[src/rtl/core/chst_pkg.sv]
package chst_pkg;

  // Table geometry.
  localparam int NUM_BUCKETS = 15;
  localparam int CHAIN_SLOTS = 8;
  localparam int HASH_MULT   = 94;

  // Field widths fixed by the interface.
  localparam int REQ_W    = 2;
  localparam int KEY_W    = 64;
  localparam int TYPE_W   = 64;
  localparam int STATUS_W = 3;
  localparam int BUCKET_W = 4;
  localparam int POS_W    = 3;

  // Derived widths.
  localparam int BKT_IDX_W = $clog2(NUM_BUCKETS);
  localparam int SLOT_W    = (CHAIN_SLOTS > 1) ? $clog2(CHAIN_SLOTS) : 1;
  localparam int CNT_W     = $clog2(CHAIN_SLOTS + 1);
  localparam int DEPTH     = NUM_BUCKETS * CHAIN_SLOTS;
  localparam int ADDR_W    = (DEPTH > 1) ? $clog2(DEPTH) : 1;
  localparam int SUM_W     = $clog2(3 * 255 + 1);
  localparam int PROD_W    = $clog2(3 * 255 * HASH_MULT + 1);
  localparam int QP_W      = 2 * PROD_W;
  // Reciprocal for the modulo: the quotient estimate is low by at most one.
  localparam int RECIP     = (2 ** PROD_W) / NUM_BUCKETS;

  typedef enum logic [REQ_W-1:0] {
    REQ_INSERT = 2'd0,
    REQ_LOOKUP = 2'd1,
    REQ_DELETE = 2'd2
  } req_e;

  typedef enum logic [STATUS_W-1:0] {
    RES_INSERTED  = 3'd0,
    RES_PRESENT   = 3'd1,
    RES_FOUND     = 3'd2,
    RES_NOT_FOUND = 3'd3,
    RES_DELETED   = 3'd4,
    RES_FULL      = 3'd5
  } res_e;

  typedef enum logic [2:0] {
    CS_IDLE,
    CS_PROD,
    CS_QUOT,
    CS_MOD,
    CS_SCAN,
    CS_DECIDE,
    CS_SHIFT,
    CS_RESP
  } ctrl_state_e;

  typedef struct packed {
    logic [REQ_W-1:0]  req_type;
    logic [KEY_W-1:0]  symbol_key;
    logic [TYPE_W-1:0] entry_type;
  } req_t;

  typedef struct packed {
    logic [STATUS_W-1:0] status;
    logic [BUCKET_W-1:0] bucket;
    logic [POS_W-1:0]    position;
  } resp_t;

  typedef struct packed {
    logic [TYPE_W-1:0] entry_type;
    logic [KEY_W-1:0]  symbol_key;
  } entry_t;

  typedef struct packed {
    logic capture;
    logic prod_en;
    logic quot_en;
    logic mod_en;
    logic scan_en;
    logic insert_en;
    logic shift_start;
    logic shift_en;
    logic len_dec;
    logic load_result;
  } ctrl_cmd_t;

  typedef struct packed {
    logic scan_done;
    logic found;
    logic full;
    logic req_insert;
    logic req_delete;
    logic shift_done;
    logic out_free;
  } ctrl_stat_t;

  function automatic logic [ADDR_W-1:0] slot_addr(logic [BKT_IDX_W-1:0] bkt,
                                                  logic [SLOT_W-1:0] slot);
    slot_addr = ADDR_W'(bkt) * ADDR_W'(CHAIN_SLOTS) + ADDR_W'(slot);
  endfunction

endpackage

[src/rtl/core/chst_ctrl.sv]
module chst_ctrl import chst_pkg::*; (
  input  logic       clk_i,
  input  logic       rst_ni,
  input  logic       in_valid_i,
  output logic       in_ready_o,
  input  ctrl_stat_t stat_i,
  output ctrl_cmd_t  cmd_o
);

  ctrl_state_e state_q, state_d;

  always_ff @(posedge clk_i or negedge rst_ni) begin
    if (!rst_ni) begin
      state_q <= CS_IDLE;
    end else begin
      state_q <= state_d;
    end
  end

  always_comb begin
    state_d    = state_q;
    cmd_o      = '0;
    in_ready_o = 1'b0;
    case (state_q)
      CS_IDLE: begin
        in_ready_o    = 1'b1;
        cmd_o.capture = in_valid_i;
        if (in_valid_i) begin
          state_d = CS_PROD;
        end
      end
      CS_PROD: begin
        cmd_o.prod_en = 1'b1;
        state_d       = CS_QUOT;
      end
      CS_QUOT: begin
        cmd_o.quot_en = 1'b1;
        state_d       = CS_MOD;
      end
      CS_MOD: begin
        cmd_o.mod_en = 1'b1;
        state_d      = CS_SCAN;
      end
      CS_SCAN: begin
        cmd_o.scan_en = 1'b1;
        if (stat_i.scan_done) begin
          state_d = CS_DECIDE;
        end
      end
      CS_DECIDE: begin
        if (stat_i.req_insert && !stat_i.found && !stat_i.full) begin
          cmd_o.insert_en = 1'b1;
          state_d         = CS_RESP;
        end else if (stat_i.req_delete && stat_i.found) begin
          cmd_o.shift_start = 1'b1;
          state_d           = CS_SHIFT;
        end else begin
          state_d = CS_RESP;
        end
      end
      CS_SHIFT: begin
        cmd_o.shift_en = 1'b1;
        if (stat_i.shift_done) begin
          cmd_o.len_dec = 1'b1;
          state_d       = CS_RESP;
        end
      end
      CS_RESP: begin
        if (stat_i.out_free) begin
          cmd_o.load_result = 1'b1;
          state_d           = CS_IDLE;
        end
      end
      default: begin
        state_d = CS_IDLE;
      end
    endcase
  end

endmodule

[config.mk]
export PLATFORM = sky130hd
export DESIGN_NAME = chst_ctrl
export DESIGN_NICKNAME = d
export VERILOG_FILES = /design/src/rtl/core/chst_pkg.sv /design/src/rtl/core/chst_ctrl.sv
export SDC_FILE = /design/constraint.sdc
export NUM_CORES = 1
export LEC_CHECK = 0
export BUFFER_PORTS_ARGS = -buffer_cell sky130_fd_sc_hd__buf_4
export CAP_MARGIN = 0
export CORE_AREA = 5 5 42 44
export DETAILED_ROUTE_END_ITERATION = 10
export DIE_AREA = 0 0 47 49
export SETUP_SLACK_MARGIN = 0.3
export SLEW_MARGIN = 40
export SYNTH_ARGS = -nofsm -noshare
export SYNTH_HDL_FRONTEND = slang
export SYNTH_SLANG_ARGS = --single-unit
[constraint.sdc]
create_clock -name clk_i -period 2.1 [get_ports clk_i]
set_input_delay 0.63 -clock clk_i [delete_from_list [all_inputs] [get_ports clk_i]]
set_output_delay 0.63 -clock clk_i [all_outputs]
set_load 0.1 [all_outputs]
**Word-level counts from Yosys, hierarchy flattened**

Index checks and enable logic that the tools add are counted.

- Reduce and logical (&&, ||, !) cells: 7
- Equal/unequal tests: 11
- Muxes and demuxes: 21

Operators with widths:

| operator | number |
|---|---|
| 3-bit case mux with 8 select lines | 1 |
| 3-bit two-way mux | 5 |
| 1-bit two-way mux | 13 |
| 3-bit equality test, second input constant | 4 |
| 2-bit != test, second input constant | 4 |
| 3-bit by 2-bit equality test with 1-bit output, second input constant | 2 |
| 2-bit two-way mux | 2 |
| 4-bit AND reduction | 1 |
| 3-bit by 1-bit equality test with 1-bit output, second input constant | 1 |
| 1-bit logical AND | 3 |
| 3-bit zero test | 1 |
| 1-bit zero test | 2 |

- Output and inout port bits: 11
- Bits of input ports: 10
- Logic and storage cells: 40
- Bits in registers: 3

**Longest topological paths before layout**

- Word-level depth: 5
- Gate-level depth with buffers: 4

**Worst setup path after synthesis**

OpenSTA, ideal clock, no wires.

- Kind: register to output
- Start: reg state_q[1]
- End: out cmd_o[4] (netlist bit)
- Stages on the path, launching flop included: 4
- Data arrival time: 3786 ps
- Required time: 1470 ps
- Path buffers: 1
- Setup slack: -2316 ps
- Cell sequence: dfrtp_1 -> buf_6 -> nand3b_1 -> nor4b_1

RTL lines:

| item | RTL line | text |
|---|---|---|
| start: declaration | chst_ctrl.sv:10 | `ctrl_state_e state_q, state_d;` |
| start signal: assignment | chst_ctrl.sv:16 | `state_q <= state_d;` |
| end: declaration | chst_ctrl.sv:7 | `output ctrl_cmd_t cmd_o` |

==> impl_summary.log <==
INFO  metric run_status = finished clean
INFO  metric syn_area_per_cell = 8.133 sq um
INFO  metric via_per_inst = roughly 4.6
INFO  metric largest_register_ffs = 3
INFO  metric worstSetupStartpointType = register
INFO  metric drcViolationCount = 0
INFO  metric setup.worst_path.class = reg2out
INFO  metric p_leak = between 0.3 and 0.4 nW
INFO  metric antenna_cells = 0
INFO  metric seq_area_frac_synth = 28.85%
INFO  metric cpPeakStageDelay = 390 ps
INFO  metric cp_cell_sequence = buf_4, buf_6, and2_4, and3_4, buf_12
INFO  metric finalWeightedCongestion = approximately 0.74
INFO  metric netlist-cell-type-count = 22
INFO  metric report.final.hold_viol_count = 0
INFO  metric worst-slew-pin-transition = between 150 and 200 ps
INFO  metric post-place-ws = roughly 140 ps
INFO  metric peakVddDrop = roughly 0.90 mV
INFO  metric power.share.switching = roughly half
INFO  metric achievable-frequency = 500.9 MHz
INFO  metric cp_data_arrival_time = 1370 ps
INFO  metric clock_tree.root_cell = sky130_fd_sc_hd__clkbuf_4
INFO  metric antenna_left = 0
INFO  metric grt_setup_unrepaired = true
INFO  metric yosysWarningCount = 0
INFO  metric grt_start_max_net_pins = 8
INFO  metric timing.critical_path.slowest_stage_cell = sky130_fd_sc_hd__dfrtp_1
INFO  metric dp_cells = 69
INFO  metric remaining_global_route_overflow = 0
INFO  metric number_of_global_route_vias_before_repair = 381
INFO  metric holdWs = about 170 ps
INFO  metric dieArea = 0.002303 sq mm
INFO  metric part_of_the_cycle_the_worst_path_needs = about 95%
INFO  metric hpwlAfterDp = 579.8 um
INFO  metric ys_ff_latch = 3
INFO  metric cts_max_level = 1
INFO  metric slew_headroom = 86.97%
INFO  metric die_height = roughly 49 um
INFO  metric hold_buffers = 0
INFO  metric final.setup_skew = 5.350 ps
INFO  metric wl_met3 = 80 um
INFO  metric cts_max_path_buffers = 2
INFO  metric layout.cells.most_common_list = 15 x sky130_fd_sc_hd__buf_4, 11 x sky130_fd_sc_hd__buf_12, 6 x sky130_fd_sc_hd__buf_6
INFO  metric grt_first_pass_wirelength = 1531 um
INFO  metric pwr-share-clk = 7.5%
INFO  metric synth_top_area_share = 28.85%
INFO  metric rows = 14
INFO  metric cts_made_buffers = 3
INFO  metric wl = 1009 um
INFO  metric finalMaxSlewViolations = 0
INFO  metric final.min_clock_period = roughly 2000 ps
INFO  metric final-setup-viol-count = 0
INFO  metric fillerInstances = 123
INFO  metric postSynthCellCount = 32
INFO  metric setup.worst_path.end_class = primary output
INFO  metric worst-endpoint-required = 1470 ps
INFO  metric detail_route.wirelength.met1 = 383 um
INFO  metric dr.max_layer_used = met3
INFO  metric crit_fanout = 4
INFO  metric width_of_the_die = about 47 um
INFO  metric comb_power_share = 83.6%
INFO  metric seq_power_share = 8.9%
INFO  metric finalPower = ~1.4 mW
INFO  metric routed_wire_length_per_instance = 12.46 um
INFO  metric initial_antenna_violation_count = 0
INFO  metric number_of_sinks_handled_by_clock_tree_synthesis = 3
INFO  metric cts_tree = built
INFO  metric starting_density_of_the_core = between 10% and 20%
INFO  metric met2RoutedLength = 545 um
INFO  metric port_buffers = 20
INFO  metric max_flop_register = state_q
INFO  metric cap_viol_max_count = 0
INFO  metric grt_usage = around a tenth
INFO  metric power-per-cell-area = 1809 mW/mm^2
INFO  metric final_common_cell = sky130_fd_sc_hd__buf_4
INFO  metric final-instance-count-excl-fill = 81
INFO  metric first_iter_violations = 8
INFO  metric final_nets = 76
INFO  metric layout_setup_ws = 103.7 ps
INFO  metric internal-power = 0.6725 mW
INFO  metric synthDominantAreaCellType = sky130_fd_sc_hd__dfrtp_1
INFO  metric syn2layout_area_growth = 196.2%
INFO  metric ys_top_cells_by_area = sky130_fd_sc_hd__dfrtp_1 29%, sky130_fd_sc_hd__nor3b_1 8.7%, sky130_fd_sc_hd__nor2_1 5.8%, sky130_fd_sc_hd__and2_1 4.8%, sky130_fd_sc_hd__buf_6 4.3%
INFO  metric top_regs = state_q x3
INFO  metric placeableCoreArea = 0.001401 sq mm
INFO  metric num_vias = between 300 and 400
INFO  metric clock_insertion_delay_worst_skew = 240 ps
INFO  metric power_switching = around 0.72 mW
INFO  metric pin_count = 21
INFO  metric clkSlewWorstSetupHoldPaths = 40 ps
INFO  metric synth.cell_area = 260.3 sq um
INFO  metric dr.pass1.iters = 4
INFO  metric synth_nets = 42
INFO  metric drive_above_1_share = 76.92%
INFO  metric type_of_the_tightest_min_delay_check = in2async
what timing repair did:
action | CTS | global route
setup endpoints to repair | 11 | 11
pin swaps | 2 | 5
buffers inserted | 5 | 3
resized for setup | 29 | 14
layer usage:
metal | up-vias | track usage (%)
met5 | - | 0
met3 | 0 | 3.690
met4 | 0 | 6.912
li1 | 178 | -
met2 | 16 | 14.93
met1 | 175 | 9.071
path summary, 6_finish.rpt:
check	from	endpoint	slack [ps]	depth (start not counted)
worst max-delay path	state_q[1]	cmd_o[0]	100	5
worst min-delay path	rst_ni	state_q[0]	170	1
worst max register to register	state_q[2]	state_q[0]	840	4
worst min register to register	state_q[0]	state_q[0]	640	2
max in group asynchronous	rst_ni	state_q[0]	1830	1
min in group clk_i	state_q[0]	state_q[0]	640	2
synthesized netlist by cell type:
master,instances
sky130_fd_sc_hd__nor4b_1,1
sky130_fd_sc_hd__or3_1,1
sky130_fd_sc_hd__and3_1,1
sky130_fd_sc_hd__nor2b_1,1
sky130_fd_sc_hd__nor3_1,1
sky130_fd_sc_hd__and3b_2,1
sky130_fd_sc_hd__nand2b_1,1
sky130_fd_sc_hd__o21ai_0,2
sky130_fd_sc_hd__a21oi_1,1
sky130_fd_sc_hd__nor2_2,1
sky130_fd_sc_hd__nand3b_1,1
sky130_fd_sc_hd__dfrtp_1,3
sky130_fd_sc_hd__and2_2,1
sky130_fd_sc_hd__buf_2,1
sky130_fd_sc_hd__mux2_2,1
sky130_fd_sc_hd__and2_1,2
sky130_fd_sc_hd__buf_4,1
sky130_fd_sc_hd__a22oi_1,1
sky130_fd_sc_hd__nor2_1,4
sky130_fd_sc_hd__buf_6,1
sky130_fd_sc_hd__nor3b_1,3
sky130_fd_sc_hd__nand2_1,2
final cells by class:
class | instances | area (sq um) | area share [%]
multi-input cells | 26 | 247.7 | 32.14
well taps | 16 | 20.02 | 2.597
clock buffers | 4 | 26.28 | 3.409
flip-flops and latches | 3 | 76.32 | 9.903
repair buffers | 32 | 400.4 | 51.95
worst max-delay path, delay by kind of cell (launching register included):
kind	cells	cell delay, ps
buffers and inverters	3	420
flip-flops	1	390
AND/OR/NAND/NOR	2	320
power by group through the flow:
stage,Combinational (mW),Sequential (mW),Clock (mW)
after floorplan,0.669,0.101,0
after global placement,0.779,0.126,0
after detailed placement,0.781,0.126,0
after CTS,1.01,0.124,0.107
after global routing,1.22,0.129,0.113
final,1.17,0.124,0.105
kinds of logic (layout without fill, tap and decap cells):
kind of cell	Yosys count	in the layout	share of synthesized area (%)
buffers and inverters	3	36	9.134
AND/OR/NAND/NOR	21	21	49.05
AO/OA/AOI/OAI	4	4	8.653
multiplexers	1	1	4.327
flip-flops	3	3	28.85
through the flow:
stage	util (%)	instance area (sq um)	TNS, ps
after floorplan	-	320.3	-1702
after detailed placement	35.27	494.2	0
after global placement	35.27	494.2	0
after CTS	48.66	681.9	0
after global routing	55.00	770.7	0
final	55.00	770.7	0
No activity file was read; power rests on OpenSTA's default activity.
